**src/rtl/grec_pkg.sv**
```systemverilog
package grec_pkg;

   // Configuration registers are 7 bits wide, so no grid can exceed 127 tiles
   // on a side and tile coordinates always fit in the same width.
   localparam int CFG_W     = 7;
   localparam int CFG_MAX   = 127;
   localparam int POS_W     = 7;
   localparam int PIX_W     = 11;
   localparam int CSR_IDX_W = 2;

   // Entries in the queue between the front and back parts.
   localparam int QUEUE_DEPTH = 2;

   localparam logic [CFG_W-1:0] GRID_WIDTH_RESET  = 7'd64;
   localparam logic [CFG_W-1:0] GRID_HEIGHT_RESET = 7'd64;

   typedef enum logic [CSR_IDX_W-1:0] {
      CSR_GRID_WIDTH  = 2'd0,
      CSR_GRID_HEIGHT = 2'd1
   } csr_index_type;

   typedef struct packed {
      logic tile_solid;
   } req_type;

   typedef struct packed {
      logic [PIX_W-1:0] rect_left;
      logic [PIX_W-1:0] rect_top;
      logic [PIX_W-1:0] rect_width;
      logic [PIX_W-1:0] rect_height;
      logic             is_column;
      logic             last_of_item;
   } rsp_type;

   typedef struct packed {
      logic [CSR_IDX_W-1:0] index;
      logic [CFG_W-1:0]     data;
   } csr_type;

   // One classified tile as it travels from the front to the back part.
   typedef struct packed {
      logic             tile_solid;
      logic [POS_W-1:0] col;
      logic [POS_W-1:0] row;
      logic             last_col;
      logic             last_row;
   } item_type;

endpackage

```
**src/rtl/grec_chan_if.sv**
```systemverilog
interface grec_chan_if #(
   parameter type payload_type = logic
) ();

   logic        valid;
   logic        ready;
   payload_type payload;

   modport source (output valid, output payload, input ready);
   modport sink   (input valid, input payload, output ready);

endinterface

```
**src/rtl/grec_ram.sv**
```systemverilog
module grec_ram #(
   parameter int WIDTH = 8,
   parameter int DEPTH = 64,
   localparam int ADDR_W = (DEPTH > 1) ? $clog2(DEPTH) : 1
) (
   input  logic              clock,
   input  logic              wr_en,
   input  logic [ADDR_W-1:0] wr_addr,
   input  logic [WIDTH-1:0]  wr_data,
   input  logic              rd_en,
   input  logic [ADDR_W-1:0] rd_addr_a,
   input  logic [ADDR_W-1:0] rd_addr_b,
   output logic [WIDTH-1:0]  rd_data_a,
   output logic [WIDTH-1:0]  rd_data_b
);

   logic [WIDTH-1:0] mem_ff [DEPTH];
   logic [WIDTH-1:0] rd_data_a_ff;
   logic [WIDTH-1:0] rd_data_b_ff;

   // Read returns the old contents when the same address is written.
   always_ff @(posedge clock) begin
      if (wr_en) begin
         mem_ff[wr_addr] <= wr_data;
      end
      if (rd_en) begin
         rd_data_a_ff <= mem_ff[rd_addr_a];
         rd_data_b_ff <= mem_ff[rd_addr_b];
      end
   end

   assign rd_data_a = rd_data_a_ff;
   assign rd_data_b = rd_data_b_ff;

endmodule

```
**src/rtl/grec_front.sv**
```systemverilog
module grec_front
   import grec_pkg::*;
#(
   parameter int MAX_WIDTH  = 64,
   parameter int MAX_HEIGHT = 64
) (
   input  logic        clock,
   input  logic        reset,
   grec_chan_if.sink   req_chan,
   grec_chan_if.sink   csr_chan,
   grec_chan_if.source item_chan
);

   localparam logic [CFG_W-1:0] WIDTH_LIM =
      (MAX_WIDTH < CFG_MAX) ? CFG_W'(MAX_WIDTH) : CFG_W'(CFG_MAX);
   localparam logic [CFG_W-1:0] HEIGHT_LIM =
      (MAX_HEIGHT < CFG_MAX) ? CFG_W'(MAX_HEIGHT) : CFG_W'(CFG_MAX);

   logic [CFG_W-1:0] grid_width_ff;
   logic [CFG_W-1:0] grid_width_in;
   logic [CFG_W-1:0] grid_height_ff;
   logic [CFG_W-1:0] grid_height_in;
   logic [CFG_W-1:0] width_eff;
   logic [CFG_W-1:0] height_eff;
   logic [POS_W-1:0] col_ff;
   logic [POS_W-1:0] col_in;
   logic [POS_W-1:0] row_ff;
   logic [POS_W-1:0] row_in;
   logic             last_col;
   logic             last_row;
   logic             accept;
   item_type         item;

   assign csr_chan.ready = 1'b1;

   // Out-of-range register values act as the nearest legal size.
   always_comb begin
      width_eff = grid_width_ff;
      if (grid_width_ff == '0) begin
         width_eff = CFG_W'(1);
      end else if (grid_width_ff > WIDTH_LIM) begin
         width_eff = WIDTH_LIM;
      end
      height_eff = grid_height_ff;
      if (grid_height_ff == '0) begin
         height_eff = CFG_W'(1);
      end else if (grid_height_ff > HEIGHT_LIM) begin
         height_eff = HEIGHT_LIM;
      end
   end

   assign last_col = ((POS_W + 1)'(col_ff) + (POS_W + 1)'(1)) >= (POS_W + 1)'(width_eff);
   assign last_row = ((POS_W + 1)'(row_ff) + (POS_W + 1)'(1)) >= (POS_W + 1)'(height_eff);

   always_comb begin
      item.tile_solid = req_chan.payload.tile_solid;
      item.col        = col_ff;
      item.row        = row_ff;
      item.last_col   = last_col;
      item.last_row   = last_row;
   end

   assign item_chan.valid   = req_chan.valid;
   assign item_chan.payload = item;
   assign req_chan.ready    = item_chan.ready;
   assign accept            = req_chan.valid && item_chan.ready;

   always_comb begin
      col_in = col_ff;
      row_in = row_ff;
      if (accept) begin
         if (last_col) begin
            col_in = '0;
            row_in = last_row ? '0 : row_ff + POS_W'(1);
         end else begin
            col_in = col_ff + POS_W'(1);
         end
      end
   end

   always_comb begin
      grid_width_in  = grid_width_ff;
      grid_height_in = grid_height_ff;
      if (csr_chan.valid) begin
         unique case (csr_chan.payload.index)
            CSR_GRID_WIDTH: begin
               grid_width_in = csr_chan.payload.data;
            end
            CSR_GRID_HEIGHT: begin
               grid_height_in = csr_chan.payload.data;
            end
            default: begin
            end
         endcase
      end
   end

   always_ff @(posedge clock) begin
      if (reset) begin
         grid_width_ff  <= GRID_WIDTH_RESET;
         grid_height_ff <= GRID_HEIGHT_RESET;
         col_ff         <= '0;
         row_ff         <= '0;
      end else begin
         grid_width_ff  <= grid_width_in;
         grid_height_ff <= grid_height_in;
         col_ff         <= col_in;
         row_ff         <= row_in;
      end
   end

endmodule

```
**src/rtl/grec_queue.sv**
```systemverilog
module grec_queue
   import grec_pkg::*;
#(
   parameter int DEPTH = 2
) (
   input  logic        clock,
   input  logic        reset,
   grec_chan_if.sink   push_chan,
   grec_chan_if.source pop_chan
);

   localparam int PTR_W = (DEPTH > 1) ? $clog2(DEPTH) : 1;
   localparam int CNT_W = $clog2(DEPTH + 1);

   item_type         slot_ff [DEPTH];
   logic [PTR_W-1:0] wr_ptr_ff;
   logic [PTR_W-1:0] wr_ptr_in;
   logic [PTR_W-1:0] rd_ptr_ff;
   logic [PTR_W-1:0] rd_ptr_in;
   logic [CNT_W-1:0] count_ff;
   logic [CNT_W-1:0] count_in;
   logic             push;
   logic             pop;

   assign push_chan.ready  = (count_ff != CNT_W'(DEPTH));
   assign pop_chan.valid   = (count_ff != '0);
   assign pop_chan.payload = slot_ff[rd_ptr_ff];

   assign push = push_chan.valid && push_chan.ready;
   assign pop  = pop_chan.valid && pop_chan.ready;

   always_comb begin
      wr_ptr_in = wr_ptr_ff;
      rd_ptr_in = rd_ptr_ff;
      count_in  = count_ff;
      if (push) begin
         wr_ptr_in = (wr_ptr_ff == PTR_W'(DEPTH - 1)) ? '0 : wr_ptr_ff + PTR_W'(1);
      end
      if (pop) begin
         rd_ptr_in = (rd_ptr_ff == PTR_W'(DEPTH - 1)) ? '0 : rd_ptr_ff + PTR_W'(1);
      end
      if (push && !pop) begin
         count_in = count_ff + CNT_W'(1);
      end else if (pop && !push) begin
         count_in = count_ff - CNT_W'(1);
      end
   end

   always_ff @(posedge clock) begin
      if (reset) begin
         wr_ptr_ff <= '0;
         rd_ptr_ff <= '0;
         count_ff  <= '0;
      end else begin
         wr_ptr_ff <= wr_ptr_in;
         rd_ptr_ff <= rd_ptr_in;
         count_ff  <= count_in;
      end
   end

   always_ff @(posedge clock) begin
      if (push) begin
         slot_ff[wr_ptr_ff] <= push_chan.payload;
      end
   end

   // The fill count never runs past the number of slots.
   a_count_bound: assert property (@(posedge clock) disable iff (reset)
      count_ff <= CNT_W'(DEPTH))
      else $error("queue fill count exceeds its depth");

endmodule

```
**src/rtl/grec_back.sv**
```systemverilog
module grec_back
   import grec_pkg::*;
#(
   parameter int MAX_WIDTH   = 64,
   parameter int MAX_HEIGHT  = 64,
   parameter int TILE_PIXELS = 16
) (
   input  logic        clock,
   input  logic        reset,
   grec_chan_if.sink   item_chan,
   grec_chan_if.source rsp_chan
);

   localparam int STORE_DEPTH = (MAX_WIDTH < CFG_MAX) ? MAX_WIDTH : CFG_MAX;
   localparam int ADDR_W      = (STORE_DEPTH > 1) ? $clog2(STORE_DEPTH) : 1;
   localparam int ROW_LIM     = (MAX_HEIGHT < CFG_MAX) ? MAX_HEIGHT : CFG_MAX;
   localparam int START_W     = (ROW_LIM > 1) ? $clog2(ROW_LIM) : 1;
   localparam int WORD_W      = START_W + 2;
   localparam int MUL_W       = POS_W + $clog2(TILE_PIXELS + 1);
   localparam int PROD_W      = (MUL_W > PIX_W) ? MUL_W : PIX_W;
   localparam logic [PIX_W-1:0] PIX_ONE = PIX_W'(TILE_PIXELS);

   typedef struct packed {
      logic               prev;
      logic               older;
      logic [START_W-1:0] col_start;
   } word_type;

   typedef struct packed {
      logic [POS_W-1:0] left;
      logic [POS_W-1:0] top;
      logic [POS_W-1:0] wid;
      logic [POS_W-1:0] hgt;
      logic             is_column;
   } rect_type;

   function automatic logic [PIX_W-1:0] to_pix(input logic [POS_W-1:0] tiles);
      logic [PROD_W-1:0] prod;
      prod = PROD_W'(tiles) * PROD_W'(TILE_PIXELS);
      return prod[PIX_W-1:0];
   endfunction

   logic                   exec_valid_ff;
   logic                   exec_valid_in;
   item_type               exec_ff;
   item_type               exec_in;
   logic [2:0]             done_ff;
   logic [2:0]             done_in;
   logic [POS_W-1:0]       dstart_ff;
   logic [POS_W-1:0]       dstart_in;
   logic [POS_W-1:0]       cstart_ff;
   logic [POS_W-1:0]       cstart_in;
   logic [STORE_DEPTH-1:0] vld_ff;
   logic [STORE_DEPTH-1:0] vld_in;
   logic                   fwd_a_ff;
   logic                   fwd_a_in;
   logic                   fwd_b_ff;
   logic                   fwd_b_in;
   logic                   vld_a_ff;
   logic                   vld_a_in;
   logic                   vld_b_ff;
   logic                   vld_b_in;
   word_type               fwd_word_ff;
   word_type               fwd_word_in;
   logic                   rsp_valid_ff;
   logic                   rsp_valid_in;
   rsp_type                rsp_ff;
   rsp_type                rsp_in;

   logic [WORD_W-1:0]      rd_data_a;
   logic [WORD_W-1:0]      rd_data_b;
   word_type               word_a;
   word_type               word_b;
   word_type               wr_word;
   logic [ADDR_W-1:0]      rd_addr_a;
   logic [ADDR_W-1:0]      rd_addr_b;
   logic [ADDR_W-1:0]      wr_addr;
   item_type               head;
   logic                   pop;
   logic                   pop_take;
   logic                   finish;
   logic                   emit;
   logic                   out_free;
   logic                   any_pend;
   logic                   last_pend;
   logic                   p;
   logic                   o;
   logic                   pn;
   logic                   t;
   logic [POS_W-1:0]       x;
   logic [POS_W-1:0]       y;
   logic [POS_W-1:0]       dst;
   logic [POS_W-1:0]       cst;
   logic [POS_W-1:0]       col_start;
   logic [POS_W-1:0]       col_new;
   logic [POS_W-1:0]       s_a;
   logic [POS_W-1:0]       len_a;
   logic [POS_W-1:0]       s_b;
   logic [POS_W-1:0]       len_b;
   logic [POS_W-1:0]       s_c;
   logic [POS_W-1:0]       len_c;
   logic [2:0]             rect_en;
   logic [2:0]             pend;
   logic [2:0]             sel_mask;
   rect_type               rect_above;
   rect_type               rect_last;
   rect_type               rect_col;
   rect_type               sel_rect;

   // Line stores: previous row flag, the row before that, and the open
   // vertical run start, one word per tile column.
   grec_ram #(
      .WIDTH (WORD_W),
      .DEPTH (STORE_DEPTH)
   ) u_line_store (
      .clock     (clock),
      .wr_en     (finish),
      .wr_addr   (wr_addr),
      .wr_data   (wr_word),
      .rd_en     (pop_take),
      .rd_addr_a (rd_addr_a),
      .rd_addr_b (rd_addr_b),
      .rd_data_a (rd_data_a),
      .rd_data_b (rd_data_b)
   );

   assign head      = item_chan.payload;
   assign rd_addr_a = head.col[ADDR_W-1:0];
   assign rd_addr_b = head.last_col ? rd_addr_a : rd_addr_a + ADDR_W'(1);
   assign wr_addr   = exec_ff.col[ADDR_W-1:0];

   // Evaluate the tile in the execute register against its neighbors.
   always_comb begin
      word_a    = fwd_a_ff ? fwd_word_ff : word_type'(rd_data_a);
      word_b    = fwd_b_ff ? fwd_word_ff : word_type'(rd_data_b);
      p         = (fwd_a_ff | vld_a_ff) & word_a.prev;
      o         = (fwd_a_ff | vld_a_ff) & word_a.older;
      pn        = (fwd_b_ff | vld_b_ff) & word_b.prev;
      col_start = POS_W'(word_a.col_start);
      t         = exec_ff.tile_solid;
      x         = exec_ff.col;
      y         = exec_ff.row;
      dst       = (x == '0) ? '0 : dstart_ff;
      cst       = (x == '0) ? '0 : cstart_ff;

      s_a        = (dst > x) ? x : dst;
      len_a      = x - s_a + POS_W'(1);
      rect_en[0] = (y != '0) && p && (exec_ff.last_col || !pn) &&
                   ((len_a >= POS_W'(2)) || (y == POS_W'(1)) || (!o && !t));
      rect_above = '{left: s_a, top: y - POS_W'(1), wid: len_a, hgt: POS_W'(1),
                     is_column: 1'b0};

      if (!t) begin
         s_b        = cst;
         len_b      = x - cst;
         rect_en[1] = exec_ff.last_row && (cst < x);
      end else begin
         s_b        = (cst > x) ? x : cst;
         len_b      = x - s_b + POS_W'(1);
         rect_en[1] = exec_ff.last_row && exec_ff.last_col;
      end
      rect_last = '{left: s_b, top: y, wid: len_b, hgt: POS_W'(1), is_column: 1'b0};

      col_new = (t && ((y == '0) || !p)) ? y : col_start;
      if (!t) begin
         s_c        = (col_start > y - POS_W'(1)) ? y - POS_W'(1) : col_start;
         len_c      = y - s_c;
         rect_en[2] = (y != '0) && p && (len_c >= POS_W'(2));
      end else begin
         s_c        = (col_new > y) ? y : col_new;
         len_c      = y - s_c + POS_W'(1);
         rect_en[2] = exec_ff.last_row && (len_c >= POS_W'(2));
      end
      rect_col = '{left: x, top: s_c, wid: POS_W'(1), hgt: len_c, is_column: 1'b1};

      wr_word = '{prev: t, older: p, col_start: col_new[START_W-1:0]};
   end

   // Rectangles leave in a fixed order, one per cycle while the output register is free.
   always_comb begin
      pend     = rect_en & ~done_ff;
      any_pend = |pend;
      if (pend[0]) begin
         sel_mask = 3'b001;
         sel_rect = rect_above;
      end else if (pend[1]) begin
         sel_mask = 3'b010;
         sel_rect = rect_last;
      end else begin
         sel_mask = 3'b100;
         sel_rect = rect_col;
      end
      last_pend = ((pend & ~sel_mask) == '0);
   end

   assign out_free = !rsp_valid_ff || rsp_chan.ready;
   assign emit     = exec_valid_ff && any_pend && out_free;
   assign finish   = exec_valid_ff && (!any_pend || (emit && last_pend));
   assign pop      = !exec_valid_ff || finish;
   assign pop_take = pop && item_chan.valid;

   assign item_chan.ready  = pop;
   assign rsp_chan.valid   = rsp_valid_ff;
   assign rsp_chan.payload = rsp_ff;

   always_comb begin
      exec_valid_in = pop ? item_chan.valid : exec_valid_ff;
      exec_in       = pop_take ? head : exec_ff;
      done_in       = pop ? '0 : (emit ? (done_ff | sel_mask) : done_ff);

      dstart_in = dstart_ff;
      cstart_in = cstart_ff;
      vld_in    = vld_ff;
      if (finish) begin
         dstart_in       = ((y != '0) && !p) ? x + POS_W'(1) : dst;
         cstart_in       = !t ? x + POS_W'(1) : cst;
         vld_in[wr_addr] = 1'b1;
      end

      // A word written in the same cycle as the read is forwarded.
      fwd_a_in    = fwd_a_ff;
      fwd_b_in    = fwd_b_ff;
      vld_a_in    = vld_a_ff;
      vld_b_in    = vld_b_ff;
      fwd_word_in = fwd_word_ff;
      if (pop_take) begin
         fwd_a_in    = finish && (wr_addr == rd_addr_a);
         fwd_b_in    = finish && (wr_addr == rd_addr_b);
         vld_a_in    = vld_ff[rd_addr_a];
         vld_b_in    = vld_ff[rd_addr_b];
         fwd_word_in = wr_word;
      end

      rsp_valid_in = out_free ? emit : rsp_valid_ff;
      rsp_in       = rsp_ff;
      if (emit) begin
         rsp_in.rect_left    = to_pix(sel_rect.left);
         rsp_in.rect_top     = to_pix(sel_rect.top);
         rsp_in.rect_width   = to_pix(sel_rect.wid);
         rsp_in.rect_height  = to_pix(sel_rect.hgt);
         rsp_in.is_column    = sel_rect.is_column;
         rsp_in.last_of_item = last_pend;
      end
   end

   always_ff @(posedge clock) begin
      if (reset) begin
         exec_valid_ff <= 1'b0;
         done_ff       <= '0;
         dstart_ff     <= '0;
         cstart_ff     <= '0;
         vld_ff        <= '0;
         rsp_valid_ff  <= 1'b0;
      end else begin
         exec_valid_ff <= exec_valid_in;
         done_ff       <= done_in;
         dstart_ff     <= dstart_in;
         cstart_ff     <= cstart_in;
         vld_ff        <= vld_in;
         rsp_valid_ff  <= rsp_valid_in;
      end
   end

   always_ff @(posedge clock) begin
      exec_ff     <= exec_in;
      fwd_a_ff    <= fwd_a_in;
      fwd_b_ff    <= fwd_b_in;
      vld_a_ff    <= vld_a_in;
      vld_b_ff    <= vld_b_in;
      fwd_word_ff <= fwd_word_in;
      rsp_ff      <= rsp_in;
   end

   // Only rectangles that the current tile actually produces are marked sent.
   a_done_subset: assert property (@(posedge clock) disable iff (reset)
      exec_valid_ff |-> ((done_ff & ~rect_en) == '0))
      else $error("sent mask holds a rectangle the tile does not produce");

   // A tile stays in the execute register until all its rectangles are out.
   a_exec_hold: assert property (@(posedge clock) disable iff (reset)
      (exec_valid_ff && !finish) |=> (exec_valid_ff && $stable(exec_ff)))
      else $error("execute register changed before the tile finished");

   // Row rectangles are one tile high, column rectangles one tile wide.
   a_unit_side: assert property (@(posedge clock) disable iff (reset)
      rsp_valid_ff |->
         ((rsp_ff.is_column ? rsp_ff.rect_width : rsp_ff.rect_height) == PIX_ONE))
      else $error("rectangle short side is not one tile");

endmodule

```
**src/rtl/grid_run_rectangle_extractor_core.sv**
```systemverilog
// Grid run rectangle extractor.
//
// Tile occupancy flags enter on req_chan, one item per tile in row-major
// order. Pixel rectangles leave on rsp_chan, zero to three per tile, with
// last_of_item set on the final rectangle that a tile causes. Grid size is
// set through csr_chan (index 0 width, index 1 height); it is always ready
// and must only be written while no tile is in flight.
//
// The first rectangle of a tile passes from the head of the queue, where
// the line-store read is issued, through the execute stage into the output
// register. A tile that yields at most one rectangle leaves the execute
// stage as it is judged, so such streams run at one tile per clock while
// the receiver is ready. A tile that yields several rectangles holds the
// execute stage until the last is sent, as the output register sends one
// rectangle per clock while the receiver is ready.
//
// Reset sets the grid to 64 by 64 tiles, returns the position to the top
// left corner and clears the line-store valid bits. When the receiver
// stalls, the output register holds its rectangle, the execute stage
// waits, and the two-entry queue keeps taking tiles until it fills.
module grid_run_rectangle_extractor_core
   import grec_pkg::*;
#(
   parameter int MAX_WIDTH   = 64,
   parameter int MAX_HEIGHT  = 64,
   parameter int TILE_PIXELS = 16
) (
   input  logic        clock,
   input  logic        reset,
   grec_chan_if.sink   req_chan,
   grec_chan_if.source rsp_chan,
   grec_chan_if.sink   csr_chan
);

   // Classified tiles from the front part, and the queue's output toward the
   // back part.
   grec_chan_if #(.payload_type(item_type)) front_chan ();
   grec_chan_if #(.payload_type(item_type)) back_chan ();

   // The front part tracks the tile position and holds the grid size, so
   // each item carries its column, row and whether it ends a row or lies in
   // the last row.
   grec_front #(
      .MAX_WIDTH  (MAX_WIDTH),
      .MAX_HEIGHT (MAX_HEIGHT)
   ) u_front (
      .clock     (clock),
      .reset     (reset),
      .req_chan  (req_chan),
      .csr_chan  (csr_chan),
      .item_chan (front_chan)
   );

   // The queue lets the front keep accepting tiles while the back part is
   // busy sending several rectangles or waits on the receiver.
   grec_queue #(
      .DEPTH (QUEUE_DEPTH)
   ) u_queue (
      .clock     (clock),
      .reset     (reset),
      .push_chan (front_chan),
      .pop_chan  (back_chan)
   );

   // The back part reads the line stores, judges the row above one row
   // late, closes last-row runs and vertical runs, and serializes the
   // resulting rectangles into the output register.
   grec_back #(
      .MAX_WIDTH   (MAX_WIDTH),
      .MAX_HEIGHT  (MAX_HEIGHT),
      .TILE_PIXELS (TILE_PIXELS)
   ) u_back (
      .clock     (clock),
      .reset     (reset),
      .item_chan (back_chan),
      .rsp_chan  (rsp_chan)
   );

endmodule

```
**src/flat_wrapper.sv**
```systemverilog
// flat-port wrapper written by rule: the top's interface ports become plain ports
module grid_run_rectangle_extractor_core_flat import grec_pkg::*;
#(
   parameter int MAX_WIDTH   = 64,
   parameter int MAX_HEIGHT  = 64,
   parameter int TILE_PIXELS = 16
)
  (clock, reset, req_chan_valid, req_chan_payload, req_chan_ready, rsp_chan_valid, rsp_chan_payload, rsp_chan_ready, csr_chan_valid, csr_chan_payload, csr_chan_ready);
  grec_chan_if #(.payload_type(req_type)) req_chan_i ();
  grec_chan_if #(.payload_type(rsp_type)) rsp_chan_i ();
  grec_chan_if #(.payload_type(csr_type)) csr_chan_i ();
  input  logic clock;
  input  logic reset;
  input wire logic [$bits(req_chan_i.valid)-1:0] req_chan_valid;
  input wire logic [$bits(req_chan_i.payload)-1:0] req_chan_payload;
  output wire logic [$bits(req_chan_i.ready)-1:0] req_chan_ready;
  output wire logic [$bits(rsp_chan_i.valid)-1:0] rsp_chan_valid;
  output wire logic [$bits(rsp_chan_i.payload)-1:0] rsp_chan_payload;
  input wire logic [$bits(rsp_chan_i.ready)-1:0] rsp_chan_ready;
  input wire logic [$bits(csr_chan_i.valid)-1:0] csr_chan_valid;
  input wire logic [$bits(csr_chan_i.payload)-1:0] csr_chan_payload;
  output wire logic [$bits(csr_chan_i.ready)-1:0] csr_chan_ready;
  assign req_chan_i.valid = req_chan_valid;
  assign req_chan_i.payload = req_chan_payload;
  assign req_chan_ready = req_chan_i.ready;
  assign rsp_chan_valid = rsp_chan_i.valid;
  assign rsp_chan_payload = rsp_chan_i.payload;
  assign rsp_chan_i.ready = rsp_chan_ready;
  assign csr_chan_i.valid = csr_chan_valid;
  assign csr_chan_i.payload = csr_chan_payload;
  assign csr_chan_ready = csr_chan_i.ready;
  grid_run_rectangle_extractor_core #(.MAX_WIDTH(MAX_WIDTH), .MAX_HEIGHT(MAX_HEIGHT), .TILE_PIXELS(TILE_PIXELS)) u_core (.clock(clock), .reset(reset), .req_chan(req_chan_i), .rsp_chan(rsp_chan_i), .csr_chan(csr_chan_i));
endmodule
```
**config.mk**
```make
export PLATFORM = sky130hd
export DESIGN_NAME = grid_run_rectangle_extractor_core_flat
export DESIGN_NICKNAME = d
export VERILOG_FILES = /design/src/rtl/grec_pkg.sv /design/src/rtl/grec_chan_if.sv /design/src/rtl/grec_ram.sv /design/src/rtl/grec_front.sv /design/src/rtl/grec_queue.sv /design/src/rtl/grec_back.sv /design/src/rtl/grid_run_rectangle_extractor_core.sv /design/src/flat_wrapper.sv
export SDC_FILE = /design/constraint.sdc
export NUM_CORES = 1
export LEC_CHECK = 0
export BUFFER_PORTS_ARGS = -buffer_cell sky130_fd_sc_hd__buf_2
export CELL_PAD_IN_SITES_DETAIL_PLACEMENT = 1
export CELL_PAD_IN_SITES_GLOBAL_PLACEMENT = 1
export CORE_MARGIN = 8
export CORE_UTILIZATION = 50
export DETAILED_ROUTE_END_ITERATION = 8
export PLACE_DENSITY_LB_ADDON = 0.08
export SLEW_MARGIN = 0
export SYNTH_ARGS = -nofsm -noshare
export SYNTH_HDL_FRONTEND = slang
export SYNTH_SLANG_ARGS = --single-unit
```
**constraint.sdc**
```tcl
create_clock -name clock -period 30.7 [get_ports clock]
set_input_delay 7.675 -clock clock [delete_from_list [all_inputs] [get_ports clock]]
set_output_delay 7.675 -clock clock [all_outputs]
set_load 0.005 [all_outputs]
```
# Word level (Yosys, flattened, before mapping)
# Memories as Yosys holds them, arrays and structs flattened. A register that Yosys moved wholly into a read port is not among the register bits.
# Cells that the tools add are included.
# op_classes
add_sub_neg	19
order_cmp	16
eq_ne	5
muxes	44
n_bitwise	11
reduce_logical	52
# op_table
operator	count
$mux 7	19
$or 64x64->64	1
$mux 29	2
$add 7x1->7 const B	6
$sub 7x7->7	5
$logic_not 7->1	4
$ge 7x2->1 const B	3
$gt 7x7->1	3
$logic_and 1x1->1	21
$lt 6x7->1 const B	3
$add 7x1->8 const B	2
$ge 8x7->1	2
$mux 8	2
$gt 7x7->1 const B	2
$mux 1	13
$bmux 1 s6	2
$eq 6x6->1	2
$logic_not 1->1	9
$eq 7x1->1 const B	1
$gt 6x7->1	1
$logic_or 1x1->1	7
$lt 7x7->1	1
$reduce_bool 7->1	1
$sub 7x1->7 const B	1
other kinds (22)	34
# word_totals
ff_bits	174
ram_bits	546
out_inout_bits	49
wordCells	180
memories	2
# mem_list
name	words	word_bits	rd	rd_ports_with_merged_regs	wr	line_no	text
u_core.u_back.u_line_store.mem_ff	64	8	2	2	1	grec_ram.sv:17	logic [WIDTH-1:0] mem_ff [DEPTH];
u_core.u_queue.slot_ff	2	17	1	1	1	grec_queue.sv:15	item_type slot_ff [DEPTH];

# Longest topological paths before layout
# Gate-level depths: netlist of the first run.
# depth
ltp_word	27
depth_mapped	32
mapped_depth_nobuf	32

# Cells and area by module
# Synthesis of the first run repeated with hierarchy kept, for this count alone.
# hier_totals
hier_cells	2490
hier_area_um2	37247.0
# modules_own_cells
module	instances	cells_per_inst	area_each_um2	seq_area_each_um2
grec_ram	1	1211	24434.7	15855.2
grec_back	1	995	9586.7	3433.3
grec_front	1	207	1778.0	560.5
grec_queue	1	77	1447.6	1121.1

# Worst setup path before layout of the first run
# No wires, ideal clock.
# synth_timing
kind	input to register
start	input port rsp_chan_ready
end	register u_core.u_queue.count_ff[1]
setup_time_ns	0.071
arrival_time_ns	10.886
required_ns	30.629
slack_ns	19.743
cell_stages	7
n_path_buf	0
cell_sequence	nand2b_1 -> nand2_1 -> a21oi_1 -> inv_1 -> ha_1 -> or3_1 -> a21oi_1
# synth_between
elab_chain_cells	10
elab_cells_between_ends	12
cone_classes	mux (1); reduce/logical (11)
# synth_rtl
element	line_no	text
start: declaration	flat_wrapper.sv:19	input wire logic [$bits(rsp_chan_i.ready)-1:0] rsp_chan_ready;
$logic_or 1x1->1 *	grec_back.sv:196	assign out_free = !rsp_valid_ff || rsp_chan.ready;
$logic_and 1x1->1 *	grec_back.sv:197	assign emit = exec_valid_ff && any_pend && out_free;
$logic_and 1x1->1 *	grec_back.sv:198	assign finish = exec_valid_ff && (!any_pend || (emit && last_pend));
$logic_or 1x1->1 *	grec_back.sv:198	
$logic_and 1x1->1 *	grec_back.sv:198	
$logic_or 1x1->1 *	grec_back.sv:199	assign pop = !exec_valid_ff || finish;
$logic_and 1x1->1 *	-	
named net u_core.u_back.pop_take	grec_back.sv:80	logic pop_take;
$logic_not 1->1	grec_queue.sv:42	if (push && !pop) begin
$logic_and 1x1->1	grec_queue.sv:42	
$mux 2 or $reduce_bool 2->1 (tied branches)	-	
end signal: assignment	grec_queue.sv:57	count_ff <= count_in;
end: declaration	grec_queue.sv:20	logic [CNT_W-1:0] count_ff;
# The timed path passes the listed nets; every way through them passes the cells marked *.
# A chain may end at the register's enable or synchronous reset.

# Worst setup path in the final report of the first run
# layout_timing
start	input port rsp_chan_ready
end	memory u_core.u_back.u_line_store.mem_ff[43][2] (enable)
# layout_between
elab_chain_cells	7
# layout_rtl
element	line_no	text
$logic_or 1x1->1	grec_back.sv:196	
$logic_and 1x1->1	grec_back.sv:197	
$logic_and 1x1->1	grec_back.sv:198	
$logic_or 1x1->1	grec_back.sv:198	
$logic_and 1x1->1	grec_back.sv:198	
$mux 1	grec_ram.sv:23	if (wr_en) begin
$mux 1 (not written as such)	grec_ram.sv:24	mem_ff[wr_addr] <= wr_data;
end: declaration	grec_ram.sv:17	
# No other way between the ends.

==> results of run 1 <==
-- metrics by stage --
step	worst slack [ns]	hold WS, ns	utilization (%)
after floorplan	19.74	0.424	-
after global placement	20.41	0.445	52.1
after detailed placement	20.32	0.457	52.1
after CTS	20.94	0.469	56.0
after global routing	20.55	0.479	56.0
final	20.98	0.466	56.0
-- sequential cells by signal, indices dropped and copies added, names as in the netlist, 2 cells and up, named ones only --
register,flops
u_core.u_back.dstart_ff,7
u_core.u_back.u_line_store.mem_ff,512
u_core.u_queue.slot_ff,34
u_core.u_back.u_line_store.rd_data_a,8
u_core.u_front.row_ff,7
u_core.u_back.exec_ff,2
u_core.u_back.rsp_chan.payload,30
u_core.u_front.grid_height_ff,7
u_core.u_front.grid_width_ff,7
u_core.u_back.done_ff,3
u_core.u_back.x,7
u_core.u_back.y,7
u_core.u_back.vld_ff,64
u_core.u_back.cstart_ff,7
u_core.u_back.fwd_word_ff,8
u_core.u_front.col_ff,7
u_core.u_queue.count_ff,2
-- final timing paths --
check,from,end,cells past startpoint
worst min-delay path,u_core.u_back.cstart_ff[0],u_core.u_back.cstart_ff[0],2
worst max-delay path,rsp_chan_ready,u_core.u_back.u_line_store.mem_ff[43][2],6
worst max register to register,u_core.u_back.x[5],u_core.u_back.u_line_store.mem_ff[43][2],24
worst min register to register,u_core.u_back.cstart_ff[0],u_core.u_back.cstart_ff[0],2
-- final cells by class --
| type | count | area [µm²] |
|---|---|---|
| fillers | 6847 | 29600 |
| flip-flops and latches | 730 | 20800 |
| multi-input cells | 1989 | 12300 |
| clock buffers | 113 | 2210 |
| well taps | 873 | 1090 |
| repair buffers | 93 | 596 |
| clock inverters | 32 | 399 |
| inverters | 63 | 246 |
-- kinds of logic (layout without fill, tap and decap cells) --
family	after synthesis	after routing	share of synthesized area (%)
xor+xnor	52	52	1.36
flops	730	730	61.1
compound gates	413	413	9.02
mux	123	123	4.98
buf+inv	268	301	3.33
simple gates	1291	1291	16.6
other cells	2	17	0.0221
fa+ha+maj	93	93	3.53
-- per-layer routing --
layer / part of all wire, % / vias up
met4: 4.7 / 0
met3: 6.4 / 225
li1: - / 10900
met2: 47 / 939
met1: 42 / 12500
met5: 0 / -
-- critical path, delay by kind of cell --
family	cells	cell delay (ns)
AND/OR/NAND/NOR	3	1.45
buffers and inverters	2	0.55
AO/OA/AOI/OAI	1	0.29
-- report_power, final --
part           internal (mW)  switching [mW]  total (mW)
logic                  0.662            1.53        2.19
registers               1.42          0.0635        1.48
clock network          0.562           0.399       0.962
-- cell usage in the layout (no fill, tap or decap), drive strengths merged, types with 24 or more instances in the layout --
cell type  Yosys  layout
xnor2         33      33
o21ai         32      32
mux4          34      34
edfxtp       614     614
mux2i         63      63
inv           61      62
nand2        664     664
buf           58      93
a311oi        93      93
dfxtp        116     116
and3          44      44
o2bb2ai       64      64
a21oi         89      89
a211oi        24      24
clkbuf       147     113
a21o          24      24
ha            87      87
a31oi         26      26
nand3        320     320
mux2          26      26
nor2         166     166
==> metrics.md, run 1 <==
| Metric | Value |
|---|---|
| Post-route ant nets | `0` |
| Asr flop ratio synth | `0%` |
| Slew @ Worst Pin | `1.13 ns` |
| Synthesized area per cell | `approximately 11 µm²` |
| Maximum vdd drop | `between 0.00007 and 0.00008 V` |
| Final period utilization | `31.7%` |
| Top cells by count, synth | `nand2_1, edfxtp_1, nand3_1` |
| Post-synth top area share | `54.3%` |
| Num rows | `95` |
| Diode count | `0` |
| CP max FO | `15` |
| CTS root buf | `clkbuf_16` |
| Slowest CP cell | `nand4_1` |
| Met1 usage | `a little over a third` |
| Final min period | `between 9 and 10 ns` |
| CP max stage delay | `0.65 ns` |
| CTS max path bufs | `3` |
| Num ports | `64` |
| Top cell type by total area after synthesis | `edfxtp_1` |
| Number of max-cap violations | `0` |
| Top-count cell post-synth | `nand2_1` |
| Hold buffers post-CTS | `0` |
| CTS Sinks | `730` |
| Chip width | `277 µm` |
| Status | `complete, no violations` |
| Placed insts | `around 3.7k` |
| Critical Path AT | `9.98 ns` |
| Placed Area | `roughly 35000 µm²` |
| PnR Total Power | `around 4.6 mW` |
| HPWL Detailed | `about 66 mm` |
| Slew Viols, Final | `0` |
| Crit path launch type | `input port` |
| DRC | `0` |
| Largest net degree at the start of global routing | `218` |
| Mapped Cells | `roughly 3.0k` |
| Layout cell share with drive strength beyond 1 | `just over 10%` |
| Critical path cell sequence | `buf_2 -> nand2b_1 -> a21o_4 -> nand4_1 -> buf_4 -> nor2_1` |
| Clock slew seen by the registers of the worst setup and hold paths | `approximately 0.060 ns` |
| Vias in the first global route | `25.3k` |
| Crit end category | `flop` |
| Die area | `~77000 µm²` |
| Seq cells post-synth | `730` |
| Pre-Repair DR Iteration Count | `5` |
| GRT Total Usage | `27.0%` |
| Layer with the highest usage | `met2` |
| Met2 Usage GRT | `between 40% and 50%` |
| Port Buf Inserts | `46` |
| Design Area, Final | `approximately 38000 µm²` |
| Remaining Overflow, GRT | `0` |
| Slew headroom | `24.1%` |
| Total vias in the final route | `24.6k` |
| DR vias/cell | `6.31` |
| Synth warn | `0` |
| Initial antenna violation count | `1` |
| Num CTS Buffers | `79` |
| Synth Cell Area | `between 30000 and 40000 µm²` |
| Synth area leaders | `edfxtp_1, nand2_1, dfxtp_1` |
| Peak Freq | `0.103 GHz` |
| Leakage | `between 10 and 15 nW` |
| Setup slack, reg-to-reg | `approximately 21 ns` |
| CP Class | `input port to flop` |
| Iteration-0 DRC Markers | `between 2k and 2.5k` |
| Global routing usage on met3 | `between 3 and 4%` |
| CTS tree | `done` |
| Nets | `3063` |
| Die Span Y | `between 200 and 300 µm` |
| WL/cell | `between 20 and 30 µm` |
| Final Skew | `approximately 0.030 ns` |
| TNS Setup | `0 ns` |
| PD cells | `123 nW/µm²` |
| Post-CTS Setup Inserts | `0` |
| RSZ-0062 raised after global routing | `false` |
| Sequential area share after synthesis | `61.1%` |
| Area grow syn2layout | `10.7%` |
| Endpoints failing hold | `0` |
| Final Setup Violations | `0` |
| Initial core utilization | `roughly half` |
| Clk_lat worst skew | `~0.64 ns` |
| Number of flops mapped to enable cells by yosys | `between 600 and 700` |
| Placeable Area | `roughly 67000 µm²` |
| Gpl congestion | `0.878` |
| First-pass GRT wire length | `160 mm` |
| Worst Path Required | `approximately 31 ns` |
| CTS HTree Levels | `3` |
| Tightest Hold Check Type | `flop to flop` |
| Non-filler cells, final | `between 3k and 4k` |
| # resized after CTS | `0` |
| Unique masters post-synth | `79` |
| Synth Flop Type | `edfxtp_1` |
| Final wirelength | `between 100 and 150 mm` |
Note: power is estimated with default switching activity, not from simulation.
==> run 2, diff against run 1 <==
==> constraint.sdc (replaced) <==
create_clock -name clock -period 9.9 [get_ports clock]
set_input_delay 2.475 -clock clock [delete_from_list [all_inputs] [get_ports clock]]
set_output_delay 2.475 -clock clock [all_outputs]
set_load 0.005 [all_outputs]
==> run 2 against run 1 <==
  * Sequential share of layout area is essentially flat
  * Combinational power grew to 3.1 times the previous value
  * Clock power rose to 3.1 times the previous value
  * Non-clock buffer count grew 5
  * Die area stayed put
  * Critical endpoint is now u_core.u_back.u_line_store.mem_ff[2][7]
  * Largest power group unchanged
==> metrics.md, run 2 (synthesis results as in run 1) <==
| Metric | Value |
|---|---|
| Commonest non-fill, non-tap cell in the layout | `nand2_1` |
| Switch Pwr | `6.16 mW` |
| Die Span Y | `roughly 280 µm` |
| CTS root buf | `clkbuf_16` |
| Max FFs per register | `about 510` |
| Part of the power in registers | `between 30 and 40%` |
| Placeable Area | `~67000 µm²` |
| Gpl congestion | `approximately 0.9` |
| CTS Sinks | `730` |
| # resized after CTS | `0` |
| Filler cells | `roughly 7k` |
| Worst path top cell family by delay | `simple AND/OR/NAND/NOR gates` |
| Port Buf Inserts | `46` |
| Remaining Overflow, GRT | `0` |
| Slew Viols, Final | `0` |
| Worst Path Required | `10.15 ns` |
| Largest net degree at the start of global routing | `approximately 210` |
| Setup slack, reg-to-reg | `between 0.9 and 1 ns` |
| Post-route ant nets | `0` |
| GRT Total Usage | `between 20% and 30%` |
| Nets | `between 3k and 4k` |
| Internal | `between 8 and 9 mW` |
| Pre-Repair DR Iteration Count | `5` |
| Num rows | `between 90 and 100` |
| Clock share of power | `approximately 20%` |
| Most frequent cells in the layout | `nand2_1, edfxtp_1, nand3_1` |
| Diode count | `0` |
| CTS HTree Levels | `3` |
| Initial core utilization | `about 50%` |
| First-pass GRT wire length | `159 mm` |
| Final period utilization | `89.9%` |
| Worst reg2reg path startpoint | `u_core.u_back.x[1]` |
| Final wirelength | `~100 mm` |
| Min-Delay Endpoint | `u_core.u_back.dstart_ff[0]` |
| Final Setup Violations | `0` |
| Final core occ | `56.0%` |
| Largest register by flop count | `u_core.u_back.u_line_store.mem_ff` |
| TNS Setup | `0 ns` |
| CTS max path bufs | `3` |
| Maximum vdd drop | `0.000328 V` |
| Num CTS Buffers | `between 70 and 80` |
| WL/cell | `~27 µm` |
| Die area | `76500 µm²` |
| Clk_lat worst skew | `0.62 ns` |
| Leakage | `approximately 13 nW` |
| Iteration-0 DRC Markers | `2204` |
| CP max stage delay | `0.83 ns` |
| Endpoints failing hold | `0` |
| HPWL Detailed | `65.1 mm` |
| Combinational Power Share | `a little under half` |
| Slew headroom | `between 20 and 30%` |
| Hold buffers post-CTS | `0` |
| Tightest Hold Check Type | `flop to flop` |
| Crit end category | `flop` |
| Worst path bufs/invs | `5` |
| Final min period | `around 8.9 ns` |
| R2r endpoint | `u_core.u_back.u_line_store.mem_ff[2][7]` |
| RSZ-0062 raised after global routing | `false` |
| Area grow syn2layout | `10.7%` |
| Total vias in the final route | `approximately 24k` |
| Number of max-cap violations | `0` |
| Clock slew seen by the registers of the worst setup and hold paths | `0.06 ns` |
| Layout cell share with drive strength beyond 1 | `between 10% and 20%` |
| PD cells | `about 380 nW/µm²` |
| Top flop regs | `u_core.u_back.u_line_store.mem_ff x512, u_core.u_back.vld_ff x64, u_core.u_queue.slot_ff x34` |
| Num ports | `64` |
| Status | `complete, no violations` |
| CTS tree | `done` |
| Worst Reg-to-Reg Cells | `26` |
| Slew @ Worst Pin | `~1.1 ns` |
| Worst hold path depth | `2` |
| Chip width | `approximately 280 µm` |
| DRC | `0` |
| PnR Total Power | `14.3 mW` |
| DR vias/cell | `about 6.2` |
| HP Start | `u_core.u_back.dstart_ff[0]` |
| Critical Path AT | `between 9 and 10 ns` |
| CP Class | `flop to flop` |
| Slowest CP cell | `nor2_1` |
| Vias in the first global route | `around 25k` |
| Hold slack | `~0.47 ns` |
| Peak Freq | `approximately 0.11 GHz` |
| Switching share of total power | `43.0%` |
| Final Skew | `~0.014 ns` |
| Post-CTS Setup Inserts | `0` |
| CP max FO | `16` |
| Crit path launch type | `flop` |
| Initial antenna violation count | `1` |
run 2: per-layer routing:
metal	share of wire, %	track usage (%)	vias up
li1	-	-	10900
met3	6.1	3.97	189
met2	48	44.5	793
met5	0.016	0	-
met4	3.5	9.86	2
met1	43	35.7	12400
run 2: how the worst max path moves through the flow:
stage	depth (start not counted)	to	from
after CTS	26	u_core.u_back.u_line_store.mem_ff[15][2]	u_core.u_back.x[1]
after detailed placement	26	u_core.u_back.u_line_store.mem_ff[15][6]	u_core.u_back.x[1]
after floorplan	27	u_core.u_queue.count_ff[1]	u_core.u_back.t
after global placement	26	u_core.u_back.u_line_store.mem_ff[50][2]	u_core.u_back.y[0]
after global routing	26	u_core.u_back.u_line_store.mem_ff[2][7]	u_core.u_back.x[1]
final	26	u_core.u_back.u_line_store.mem_ff[2][7]	u_core.u_back.x[1]
run 2: cell type report:
cell class                 instances  area (µm²)  area share [%]
multi-input combinational       1989       12300            32.7
clock buffer                     100        2160            5.75
timing repair buffer              98         633            1.68
clock inverter                    45         392            1.04
inverter                          63         246           0.656
sequential                       730       20800            55.2
tap                              873        1090            2.91
run 2: power groups by stage:
stage | registers [mW] | clock network [mW] | logic, mW
6_report | 4.58 | 2.94 | 6.81
5_1_grt | 4.61 | 3.08 | 7.38
4_1_cts | 4.58 | 2.98 | 6.80
3_5_place_dp | 4.64 | 0 | 6.74
3_3_place_gp | 4.62 | 0 | 6.61
2_1_floorplan | 4.64 | 0 | 4.22
run 2: tightest hold or removal path, stage by stage, from the launching register on:
cell and delay (ns):
dfxtp_1 0.31, inv_1 0.06, a211oi_2 0.05
run 2: through the flow:
step | cell area (µm²) | cells | setup slack (ns)
3_5_place_dp | 35000 | 3753 | 1.11
6_report | 37600 | 3898 | 0.996
5_1_grt | 37600 | 3898 | 0.530
4_1_cts | 37600 | 3898 | 1.08
2_1_floorplan | 34000 | 2987 | 0.188
3_3_place_gp | 35000 | 3753 | 1.33
